===== config.mk =====
export PLATFORM = sky130hd
export DESIGN_NAME = boot_manifest_acceptance_check
export DESIGN_NICKNAME = d
export VERILOG_FILES = /design/src/bmac_pkg.sv /design/src/bmac_capture.sv /design/src/bmac_judge.sv /design/src/boot_manifest_acceptance_check.sv
export SDC_FILE = /design/constraint.sdc
export NUM_CORES = 1
export LEC_CHECK = 0
export ABC_AREA = 1
export BUFFER_PORTS_ARGS = -buffer_cell sky130_fd_sc_hd__buf_2
export CAP_MARGIN = 20
export CORE_ASPECT_RATIO = 0.5
export CORE_MARGIN = 3
export CORE_UTILIZATION = 60
export DETAILED_ROUTE_END_ITERATION = 16
export PLACE_DENSITY = 0.87
export SYNTH_ARGS = -nofsm -noshare
export SYNTH_HDL_FRONTEND = slang
export SYNTH_SLANG_ARGS = --single-unit

===== constraint.sdc =====
create_clock -name aclk -period 5.3 [get_ports aclk]
set_input_delay 0.265 -clock aclk [delete_from_list [all_inputs] [get_ports aclk]]
set_output_delay 0.265 -clock aclk [all_outputs]
set_load 0.02 [all_outputs]

===== src/bmac_pkg.sv =====
// Shared types, register indexes, status codes and defaults for the boot manifest check.
// Used by bmac_capture, bmac_judge and boot_manifest_acceptance_check.
package bmac_pkg;

    // Default sizes handed to the top-level parameters
    localparam int MANIFEST_BYTES_DEF = 64;
    localparam int TRIAL_ATTEMPTS_DEF = 3;

    // Capture layout
    localparam int HDR_LEN   = 9;
    localparam int WORD_BASE = 12;
    localparam int WORD_LEN  = 16;
    localparam int CNT_W     = 7;
    localparam logic [CNT_W-1:0] COUNT_MAX = 7'd127;

    // Manifest magic "BAU1"
    localparam logic [7:0] MAGIC_0 = 8'h42;
    localparam logic [7:0] MAGIC_1 = 8'h41;
    localparam logic [7:0] MAGIC_2 = 8'h55;
    localparam logic [7:0] MAGIC_3 = 8'h31;

    // Configuration register indexes
    localparam logic [2:0] REG_FAMILY_MASK    = 3'd0;
    localparam logic [2:0] REG_MAX_API_LEVEL  = 3'd1;
    localparam logic [2:0] REG_ACCEPTED_KEY   = 3'd2;
    localparam logic [2:0] REG_MAX_IMAGE      = 3'd3;
    localparam logic [2:0] REG_MAX_VALIDITY   = 3'd4;
    localparam logic [2:0] REG_CONFIRMED_VER  = 3'd5;
    localparam logic [2:0] REG_WIRE_FORMAT    = 3'd6;
    localparam logic [2:0] REG_SIGNED_LEN     = 3'd7;

    // Verdict codes
    typedef logic [2:0] status_t;
    localparam status_t ST_STAGED       = 3'd0;
    localparam status_t ST_TOO_SHORT    = 3'd1;
    localparam status_t ST_UNAUTHORIZED = 3'd2;
    localparam status_t ST_BAD_SHAPE    = 3'd3;
    localparam status_t ST_INCOMPATIBLE = 3'd4;
    localparam status_t ST_EXPIRED      = 3'd5;
    localparam status_t ST_ROLLBACK     = 3'd6;

    // Configuration register file contents
    typedef struct packed {
        logic [7:0]  family_mask;
        logic [7:0]  max_api_level;
        logic [7:0]  accepted_key_id;
        logic [31:0] max_image_bytes;
        logic [31:0] validity_limit;
        logic [31:0] version_floor;
        logic [7:0]  wire_format_version;
        logic [7:0]  signed_length_code;
    } cfg_t;

    // Register file contents after reset
    localparam cfg_t CFG_RESET = '{
        family_mask:         8'd0,
        max_api_level:       8'd0,
        accepted_key_id:     8'd0,
        max_image_bytes:     32'd0,
        validity_limit:      32'd0,
        version_floor:       32'd0,
        wire_format_version: 8'd1,
        signed_length_code:  8'd32
    };

    // Captured manifest fields; words little-endian, word k at bits 32k+31:32k
    typedef struct packed {
        logic [CNT_W-1:0]           count;
        logic [CNT_W-1:0]           len;
        logic [HDR_LEN-1:0][7:0]    header;
        logic [WORD_LEN-1:0][7:0]   words;
    } capture_t;

endpackage


===== src/bmac_capture.sv =====
// Byte counter and header/word capture for the boot manifest check.
// Depends on bmac_pkg.
module bmac_capture
    import bmac_pkg::*;
(
    input  logic       aclk,
    input  logic       aresetn,
    input  logic       advance,
    input  logic [7:0] data_byte,
    input  logic       last_byte,
    output capture_t   cap
);

    logic [CNT_W-1:0]         count_reg, count_next;
    logic [HDR_LEN-1:0][7:0]  header_reg, header_next;
    logic [WORD_LEN-1:0][7:0] words_reg, words_next;
    logic [CNT_W-1:0]         len;
    logic [CNT_W-1:0]         word_off;

    // Saturating length including the current byte
    assign len      = (count_reg < COUNT_MAX) ? count_reg + 7'd1 : COUNT_MAX;
    assign word_off = count_reg - CNT_W'(WORD_BASE);

    // Store the byte at its offset, clear everything after the last byte
    always_comb begin
        count_next  = count_reg;
        header_next = header_reg;
        words_next  = words_reg;
        if (advance) begin
            if (last_byte) begin
                count_next  = '0;
                header_next = '0;
                words_next  = '0;
            end else begin
                count_next = len;
                if (count_reg < CNT_W'(HDR_LEN)) begin
                    header_next[count_reg[3:0]] = data_byte;
                end else if (count_reg >= CNT_W'(WORD_BASE) &&
                             count_reg < CNT_W'(WORD_BASE + WORD_LEN)) begin
                    words_next[word_off[3:0]] = data_byte;
                end
            end
        end
    end

    always_ff @(posedge aclk) begin
        if (!aresetn) begin
            count_reg  <= '0;
            header_reg <= '0;
            words_reg  <= '0;
        end else begin
            count_reg  <= count_next;
            header_reg <= header_next;
            words_reg  <= words_next;
        end
    end

    assign cap.count  = count_reg;
    assign cap.len    = len;
    assign cap.header = header_reg;
    assign cap.words  = words_reg;

endmodule


===== src/bmac_judge.sv =====
// Verdict logic: ordered checks of length, signature, shape, compatibility, limits,
// time window and rollback floor. Depends on bmac_pkg.
module bmac_judge
    import bmac_pkg::*;
#(
    parameter int MANIFEST_BYTES = MANIFEST_BYTES_DEF
) (
    input  capture_t    cap,
    input  cfg_t        cfg,
    input  logic        signature_ok,
    input  logic [31:0] now_ms,
    output status_t     status
);

    logic [31:0] version, image, start, span;
    logic [32:0] window_end;
    logic        short_len, bad_shape, incompat, over_limit, expired, rollback;

    assign version = cap.words[3:0];
    assign image   = cap.words[7:4];
    assign start   = cap.words[11:8];
    assign span    = cap.words[15:12];

    // Window end in 33 bits so it never wraps
    assign window_end = {1'b0, start} + {1'b0, span};

    assign short_len  = cap.len < CNT_W'(MANIFEST_BYTES);
    assign bad_shape  = cap.header[0] != MAGIC_0 || cap.header[1] != MAGIC_1 ||
                        cap.header[2] != MAGIC_2 || cap.header[3] != MAGIC_3 ||
                        cap.header[4] != cfg.wire_format_version ||
                        cap.header[5] != cfg.signed_length_code;
    assign incompat   = (cap.header[6] & cfg.family_mask) == 8'd0 ||
                        cap.header[7] > cfg.max_api_level ||
                        cap.header[8] != cfg.accepted_key_id;
    assign over_limit = image > cfg.max_image_bytes || span > cfg.validity_limit;
    assign expired    = now_ms < start || {1'b0, now_ms} >= window_end;
    assign rollback   = version < cfg.version_floor;

    // First failing check wins
    always_comb begin
        priority if (short_len) begin
            status = ST_TOO_SHORT;
        end else if (!signature_ok) begin
            status = ST_UNAUTHORIZED;
        end else if (bad_shape) begin
            status = ST_BAD_SHAPE;
        end else if (incompat) begin
            status = ST_INCOMPATIBLE;
        end else if (over_limit) begin
            status = ST_BAD_SHAPE;
        end else if (expired) begin
            status = ST_EXPIRED;
        end else if (rollback) begin
            status = ST_ROLLBACK;
        end else begin
            status = ST_STAGED;
        end
    end

endmodule


===== src/boot_manifest_acceptance_check.sv =====
// Top level of the boot manifest acceptance check with A/B slot staging.
// Depends on bmac_pkg, bmac_capture and bmac_judge.
//
// The block takes one manifest byte per cycle: each request is held in an input
// register, stored at its offset in the next cycle, and a byte marked last is
// judged as it leaves the input register, its verdict loaded into the result
// register in that same cycle. Only a last byte needs the result register; while
// that register holds an untaken verdict and the input register holds another
// last byte, the input stalls. Otherwise the rate is one byte per cycle. An
// accepted manifest flips the active slot and reports slot, trial attempts and
// version; a rejected one reports zeros and leaves the slot unchanged.
// Configuration writes are accepted every cycle.
module boot_manifest_acceptance_check
    import bmac_pkg::*;
#(
    parameter int MANIFEST_BYTES = MANIFEST_BYTES_DEF,
    parameter int TRIAL_ATTEMPTS = TRIAL_ATTEMPTS_DEF
) (
    input  logic        aclk,
    input  logic        aresetn,
    // manifest byte requests
    input  logic        s_valid,
    output logic        s_ready,
    input  logic [7:0]  s_data_byte,
    input  logic        s_last_byte,
    input  logic        s_signature_ok,
    input  logic [31:0] s_now_ms,
    // verdicts
    output logic        m_valid,
    input  logic        m_ready,
    output logic [2:0]  m_status,
    output logic        m_boot_slot,
    output logic [3:0]  m_trial_attempts,
    output logic [31:0] m_staged_version,
    // configuration writes
    input  logic        cfg_valid,
    output logic        cfg_ready,
    input  logic [2:0]  cfg_index,
    input  logic [31:0] cfg_data
);

    cfg_t        cfg_reg;
    logic        a_valid_reg, a_valid_next;
    logic [7:0]  a_data_reg;
    logic        a_last_reg, a_sig_reg;
    logic [31:0] a_now_reg;
    logic        a_advance, out_load;
    capture_t    cap;
    status_t     verdict;
    logic        active_slot_reg, active_slot_next;
    logic        m_valid_next;

    // Configuration register file
    assign cfg_ready = 1'b1;

    always_ff @(posedge aclk) begin
        if (!aresetn) begin
            cfg_reg <= CFG_RESET;
        end else if (cfg_valid && cfg_ready) begin
            unique case (cfg_index)
                REG_FAMILY_MASK:   cfg_reg.family_mask         <= cfg_data[7:0];
                REG_MAX_API_LEVEL: cfg_reg.max_api_level       <= cfg_data[7:0];
                REG_ACCEPTED_KEY:  cfg_reg.accepted_key_id     <= cfg_data[7:0];
                REG_MAX_IMAGE:     cfg_reg.max_image_bytes     <= cfg_data;
                REG_MAX_VALIDITY:  cfg_reg.validity_limit      <= cfg_data;
                REG_CONFIRMED_VER: cfg_reg.version_floor       <= cfg_data;
                REG_WIRE_FORMAT:   cfg_reg.wire_format_version <= cfg_data[7:0];
                REG_SIGNED_LEN:    cfg_reg.signed_length_code  <= cfg_data[7:0];
            endcase
        end
    end

    // Input register advances unless a last byte waits on a full result register
    assign a_advance    = a_valid_reg && (!a_last_reg || !m_valid || m_ready);
    assign s_ready      = !a_valid_reg || a_advance;
    assign a_valid_next = s_valid ? 1'b1 : (a_advance ? 1'b0 : a_valid_reg);

    always_ff @(posedge aclk) begin
        if (!aresetn) begin
            a_valid_reg <= 1'b0;
        end else begin
            a_valid_reg <= a_valid_next;
        end
    end

    always_ff @(posedge aclk) begin
        if (s_valid && s_ready) begin
            a_data_reg <= s_data_byte;
            a_last_reg <= s_last_byte;
            a_sig_reg  <= s_signature_ok;
            a_now_reg  <= s_now_ms;
        end
    end

    bmac_capture u_capture (
        .aclk      (aclk),
        .aresetn   (aresetn),
        .advance   (a_advance),
        .data_byte (a_data_reg),
        .last_byte (a_last_reg),
        .cap       (cap)
    );

    bmac_judge #(
        .MANIFEST_BYTES (MANIFEST_BYTES)
    ) u_judge (
        .cap          (cap),
        .cfg          (cfg_reg),
        .signature_ok (a_sig_reg),
        .now_ms       (a_now_reg),
        .status       (verdict)
    );

    // Flip the active slot on a staged manifest
    assign out_load         = a_advance && a_last_reg;
    assign active_slot_next = (out_load && verdict == ST_STAGED) ? !active_slot_reg
                                                                 : active_slot_reg;

    always_ff @(posedge aclk) begin
        if (!aresetn) begin
            active_slot_reg <= 1'b0;
        end else begin
            active_slot_reg <= active_slot_next;
        end
    end

    // Result register
    assign m_valid_next = out_load ? 1'b1 : (m_ready ? 1'b0 : m_valid);

    always_ff @(posedge aclk) begin
        if (!aresetn) begin
            m_valid <= 1'b0;
        end else begin
            m_valid <= m_valid_next;
        end
    end

    always_ff @(posedge aclk) begin
        if (out_load) begin
            m_status <= verdict;
            if (verdict == ST_STAGED) begin
                m_boot_slot      <= active_slot_next;
                m_trial_attempts <= 4'(TRIAL_ATTEMPTS);
                m_staged_version <= cap.words[3:0];
            end else begin
                m_boot_slot      <= 1'b0;
                m_trial_attempts <= 4'd0;
                m_staged_version <= 32'd0;
            end
        end
    end

`ifndef SYNTHESIS
    // Rejected verdicts carry no plan
    a_fail_zero: assert property (@(posedge aclk) disable iff (!aresetn)
        (m_valid && m_status != ST_STAGED) |->
        (!m_boot_slot && m_trial_attempts == 4'd0 && m_staged_version == 32'd0))
        else $error("plan fields nonzero on rejected manifest");

    // A staged verdict reports the slot that is now active
    a_slot_match: assert property (@(posedge aclk) disable iff (!aresetn)
        (out_load && verdict == ST_STAGED) |=> (active_slot_reg == m_boot_slot))
        else $error("reported slot differs from active slot");

    // Capture restarts after every verdict
    a_count_clear: assert property (@(posedge aclk) disable iff (!aresetn)
        out_load |=> (cap.count == '0))
        else $error("byte count not cleared after last byte");

    // Input stalls only behind a pending verdict
    a_stall_cause: assert property (@(posedge aclk) disable iff (!aresetn)
        !s_ready |-> (a_valid_reg && a_last_reg && m_valid && !m_ready))
        else $error("input stalled without a waiting verdict");
`endif

endmodule


== After elaboration in Yosys (flattened, before gate mapping) ==
Cells that the tools add are included.

* Bits in registers: 428
* Input port bits: 82
* Word-level logic and storage cells: 145

* $add $sub $neg: 3
* $lt $le $gt $ge: 15
* Equal/unequal tests: 15
* Multiplexer cells: 26
* Bitwise operators: 1
* Reductions and logical operators: 40

{| class="wikitable"
|+ Operators by type and width
! cell !! number
|-
| $mux W128 || 3
|-
| $mux W72 || 2
|-
| $bwmux W128 || 1
|-
| $bwmux W72 || 1
|-
| $demux W8 S4 || 2
|-
| $gt A32 B32 Y1 || 2
|-
| $lt A32 B32 Y1 || 2
|-
| $add A32 B32 Y33 || 1
|-
| $ge A32 B33 Y1 || 1
|-
| $ne A8 B7 Y1 const B || 3
|-
| $ne A8 B8 Y1 || 3
|-
| $mux W3 || 7
|-
| $reduce_and A2 Y1 || 9
|-
| $mux W8 || 2
|-
| $lt A7 B7 Y1 const B || 2
|-
| $mux W7 || 2
|-
| $eq A3 B3 Y1 const B || 4
|-
| $logic_or A1 B1 Y1 || 12
|-
| $lt A4 B5 Y1 const B || 2
|-
| $and A8 B8 Y8 || 1
|-
| $ge A4 B1 Y1 const B || 2
|-
| $gt A8 B8 Y1 || 1
|-
| $logic_not A8 Y1 || 1
|-
| $ne A8 B6 Y1 const B || 1
|-
| other kinds (15) || 33
|}

== Depth between registers and ports, before layout ==
* Depth after elaboration: 12
* Mapped depth: 34
* Mapped depth without buffers: 33

== Modules after synthesis ==
A second synthesis with hierarchy kept.

* Cell total of the unflattened synthesis: 2854
* Area, all modules: 22515.3 um^2

{| class="wikitable"
|+ Modules (own cells, without submodules)
! module !! instances !! cells each !! area each (um^2)
|-
| bmac_capture || 1 || 1055 || 8389.3
|-
| boot_manifest_acceptance_check || 1 || 792 || 7733.7
|-
| bmac_judge || 1 || 1007 || 6392.4
|}

== Worst setup path before layout ==
OpenSTA, ideal clock, no wires.

* Path kind: reg2reg
* From: register u_capture.words_reg, in the netlist u_capture.cap[64]
* To: register m_staged_version[15], data pin
* Setup time: 0.253 ns
* Data arrival time: 3.856 ns
* Required time: 5.047 ns
* Slack: 1.191 ns
* Stages on the path, launching flop included: 31
* Buffers on the path: 1
* Clock period less this slack: 4.109 ns
* Cell sequence: dfxtp_1 > ha_1 > fa_1 > nand3_1 > nand2_1 > nand2_1 > nand2_2 > a21oi_2 > o21ai_2 > a21boi_1 > o21ai_0 > a21oi_1 > o21ai_2 > nand2_1 > nand2_1 > xor2_1 > ha_1 > nand2_1 > nor2_1 > nand4_1 > nor3_1 > o211ai_1 > nand4_1 > nand2_1 > nand2_1 > nand2_2 > nand2_4 > nor2_8 > inv_4 > buf_12 > nor2_4

* Longest elaborated chain between the ends: 10

{| class="wikitable"
|+ RTL lines
! item !! line !! text
|-
| start, declared || bmac_capture.sv:16 || <nowiki>logic [WORD_LEN-1:0][7:0] words_reg, words_next;</nowiki>
|-
| start signal, assigned || bmac_capture.sv:54 || <nowiki>words_reg <= words_next;</nowiki>
|-
| $add A32 B32 Y33 || bmac_judge.sv:25 || <nowiki>assign window_end = {1'b0, start} + {1'b0, span};</nowiki>
|-
| $ge A32 B33 Y1 || bmac_judge.sv:36 || <nowiki>assign expired = now_ms < start || {1'b0, now_ms} >= window_end;</nowiki>
|-
| $logic_or A1 B1 Y1 * || bmac_judge.sv:36 ||
|-
| $mux W3 * || bmac_judge.sv:51 || <nowiki>end else if (expired) begin</nowiki>
|-
| $mux W3 * || bmac_judge.sv:49 || <nowiki>end else if (over_limit) begin</nowiki>
|-
| $mux W3 * || bmac_judge.sv:47 || <nowiki>end else if (incompat) begin</nowiki>
|-
| $mux W3 * || bmac_judge.sv:45 || <nowiki>end else if (bad_shape) begin</nowiki>
|-
| $mux W3 * || bmac_judge.sv:43 || <nowiki>end else if (!signature_ok) begin</nowiki>
|-
| $mux W3 * || bmac_judge.sv:41 || <nowiki>priority if (short_len) begin</nowiki>
|-
| net u_judge.status[0] || bmac_judge.sv:12 || <nowiki>output status_t status</nowiki>
|-
| $logic_not A3 Y1 * || boot_manifest_acceptance_check.sv:141 || <nowiki>if (verdict == ST_STAGED) begin</nowiki>
|-
| end signal, assigned || boot_manifest_acceptance_check.sv:144 || <nowiki>m_staged_version <= cap.words[3:0];</nowiki>
|-
| end, declared || boot_manifest_acceptance_check.sv:34 || <nowiki>output logic [31:0] m_staged_version,</nowiki>
|}

Mark *: on every way through the listed nets, which the timed path passes. The rest lies on a longest branch.
A chain may end at the register's enable or synchronous reset.

== Final worst setup path ==
* From: register u_capture.words_reg, in the netlist u_capture.cap[64]
* To: register m_staged_version[31], data pin

Same word-level chain as after synthesis.

==> qor.csv <==
stage,metric,value,unit
global_routing,grt_use_total,32.7,%
yosys,synth-seq-cells,425,
yosys,synth_most_common_cell,nand2_1,
clock_network,insertion_delay,0.56,ns
yosys,synthArstFlopShare,0,%
final_layout,instances_no_fill,3377,
setup_path,cp_top_family,simple AND/OR/NAND/NOR gates,
die,initial_utilization,62.0,%
global_routing,gr-total-overflow,0,
sta,finalSetupViolations,0,
setup_path,end_kind,flop,
placed_design,portBuffers,121,
global_routing,grt_pass1_wl,99700,µm
setup_path,worst-path-buf-inv,2,
global_routing,antenna_found_initial,3,
detailed_routing,num_vias,20000,
clock_network,cts_buffers,39,
clock_network,clockBufferDepth,3,
final_layout,syn_to_final_growth,12.6,%
final_layout,finish.utilization,69.8,%
detailed_routing,via_per_inst,5.92,
yosys,netlist_instances,2734,
die,ioPinCount,125,
yosys,yosysUniqueCellTypes,59,
yosys,synthTopCellsByCount,"555 x nand2_1, 387 x a21oi_1, 346 x dfxtp_1",
die,rows,48,
clock_network,clock-root-buffer,clkbuf_16,
clock_network,cts.sink_count,425,
detailed_routing,first_pass_iters,6,
run,drv_cap,0,
setup_path,crit_path_frequent_cell,nand2_1,
yosys,synth_ff_type,dfxtp_1,
setup_path,arrival,5.30,ns
detailed_routing,routed_wl,64100,µm
yosys,syn_area,21700,µm²
sta,slew_violations,0,
clock_network,cts_setup_buffers,0,
yosys,synthTopCellsByArea,"dfxtp_1 32%, ha_1 12%, edfxtp_1 11%",
setup_path,start_kind,flop,
outcome,status,"complete, no violations",
sta,finalSetupTns,0,ns
sta,worst_pin_slew,0.993,ns
sta,slew_headroom,33.2,%
clock_network,htreeDepth,2,
placed_design,place_area,22700,µm²
pwr,power_leakage,9.86,nW
sta,period_minus_slack,4.99,ns
setup_path,max_stage_delay,0.42,ns
detailed_routing,antenna_left,0,
sta,setup_ws,0.309,ns
setup_path,path_max_fanout,12,
pwr,power-per-cell-area,282,nW/µm²
sta,fin_skew,0.0249,ns
setup_path,required,5.61,ns
yosys,synth_largest_area_cell,dfxtp_1,
detailed_routing,drc_errors,0,
placed_design,hpwl,44400,µm
yosys,yosysWarnings,0,
detailed_routing,initialDrtViolationCount,2771,
clock_network,clk_pin_slew,0.08,ns
detailed_routing,wl_per_cell,19.0,µm
global_routing,grt_pass1_vias,18800,
final_layout,largest_reg_flops,200,
setup_path,cpMaxStageDelayCell,fa_1,
final_layout,finalInstanceArea,24500,µm²
yosys,synth-edff-count,79,
sta,fin_crit_sh,94.2,%
yosys,synth_area_per_cell,7.95,µm²
final_layout,drive_gt1_share,9.48,%
yosys,synth_top_area_share,31.9,%
pwr,ir_drop,0.000210,V
placed_design,dp.cells,3263,
setup_path,crit_type,reg -> reg,
final_layout,fillers,2598,
hold_path,worstHoldPathType,in -> reg,
sta,max_freq,0.200,GHz
global_routing,grt_max_degree,114,
yosys,seq_area_frac_synth,42.8,%
final_layout,fin_nets,3157,
clock_network,tritoncts,yes,
die,die_h,141,µm
die,dieArea,38700,µm²
die,core_area,35100,µm²
placed_design,gp_congestion,0.969,
die,dieWidth,275,µm
sta,hold_violations,0,
placed_design,post-place-ws,0.258,ns
==> placed cells by master, fill, tap and decap left out, drive strengths merged, types with 2 or more instances in the layout <==
cell type / Yosys / layout
o221ai: 2 / 2
ha: 202 / 202
o311ai: 2 / 2
nor4b: 2 / 2
nand4: 23 / 23
a31oi: 5 / 5
o211ai: 4 / 4
clkinv: 4 / 14
conb: 2 / 3
o21ai: 201 / 201
nand3: 31 / 31
nand2: 560 / 560
a22oi: 45 / 45
inv: 299 / 300
buf: 29 / 142
xor2: 20 / 20
o31ai: 3 / 3
a211oi: 13 / 13
dfxtp: 346 / 346
nor2: 312 / 312
a21oi: 389 / 389
a221oi: 2 / 2
nor4: 14 / 14
edfxtp: 79 / 79
or2: 9 / 9
o21bai: 6 / 6
clkbuf: 60 / 57
a21o: 9 / 9
dlygate4sd3: 0 / 43
xnor2: 26 / 26
nor3: 19 / 19
o21a: 8 / 8
==> worst reg2reg max path: cells and delay by family, from the launching register on <==
family / cells / cell delay [ns]
AO/OA/AOI/OAI: 7 / 1.15
XOR/XNOR: 1 / 0.15
adder cells (fa/ha/maj): 3 / 0.96
buffers and inverters: 2 / 0.43
flip-flops: 1 / 0.34
AND/OR/NAND/NOR: 17 / 1.71
==> metrics by stage <==
step | total power, mW | hold slack, ns
3_3_place_gp | 3.98 | 0.441
5_1_grt | 7.08 | 0.0691
3_5_place_dp | 4.00 | 0.443
2_1_floorplan | 3.79 | 0.364
6_report | 6.91 | 0.0653
4_1_cts | 6.88 | 0.0592
==> area by class of cell <==
cell class,count,area [µm²],share of cell area (%)
Clock buffer,57,1190,4.86
Multi-Input combinational cell,1918,10900,44.5
Clock inverter,13,111,0.455
Sequential cell,425,9300,38.0
Tap cell,475,594,2.43
Antenna cell,1,2.50,0.0102
Inverter,303,1150,4.69
Timing Repair Buffer,185,1230,5.03
==> final timing paths <==
check / cells past startpoint / from / slack, ns / endpoint
min: 3 / cfg_data[23] / 0.07 / cfg_reg[71]
max: 30 / u_capture.cap[64] / 0.31 / m_staged_version[31]
min reg2reg: 2 / u_capture.cap[129] / 0.46 / u_capture.cap[129]
max reg2reg: 30 / u_capture.cap[64] / 0.31 / m_staged_version[31]
==> timing repair <==
item	CTS	global route
hold endpoints to repair	43	0
gates resized for setup	0	4
setup endpoints to repair	0	33
hold buffers	43	0
==> kinds of logic (layout without fill, tap and decap cells) <==
| kind of cell | count (synthesis) | after routing | share of synthesized area [%] |
|---|---|---|---|
| and+or+nand+nor | 973 | 973 | 19.1 |
| DFF | 425 | 425 | 42.8 |
| xor gates and xnor gates | 46 | 46 | 1.85 |
| buffers and inverters | 392 | 558 | 7.18 |
| adders and majority gates | 203 | 203 | 11.7 |
| other | 2 | 4 | 0.0345 |
| AOI/OAI and AO/OA | 693 | 693 | 17.3 |
==> metal layers <==
layer	share of wire, %	global-route usage [%]	vias to the layer above
li1	-	-	9402
met1	40	44.7	9226
met2	42	48.7	1100
met3	13	8.74	262
met4	5.1	15.0	2
met5	0.019	0	-
==> power breakdown <==
| part | switching (mW) | internal [mW] |
|---|---|---|
| sequential | 0.0318 | 3.35 |
| combinational | 0.425 | 0.179 |
| clock | 1.30 | 1.62 |
| total | 1.76 | 5.16 |
(Power assumes the default switching activity.)
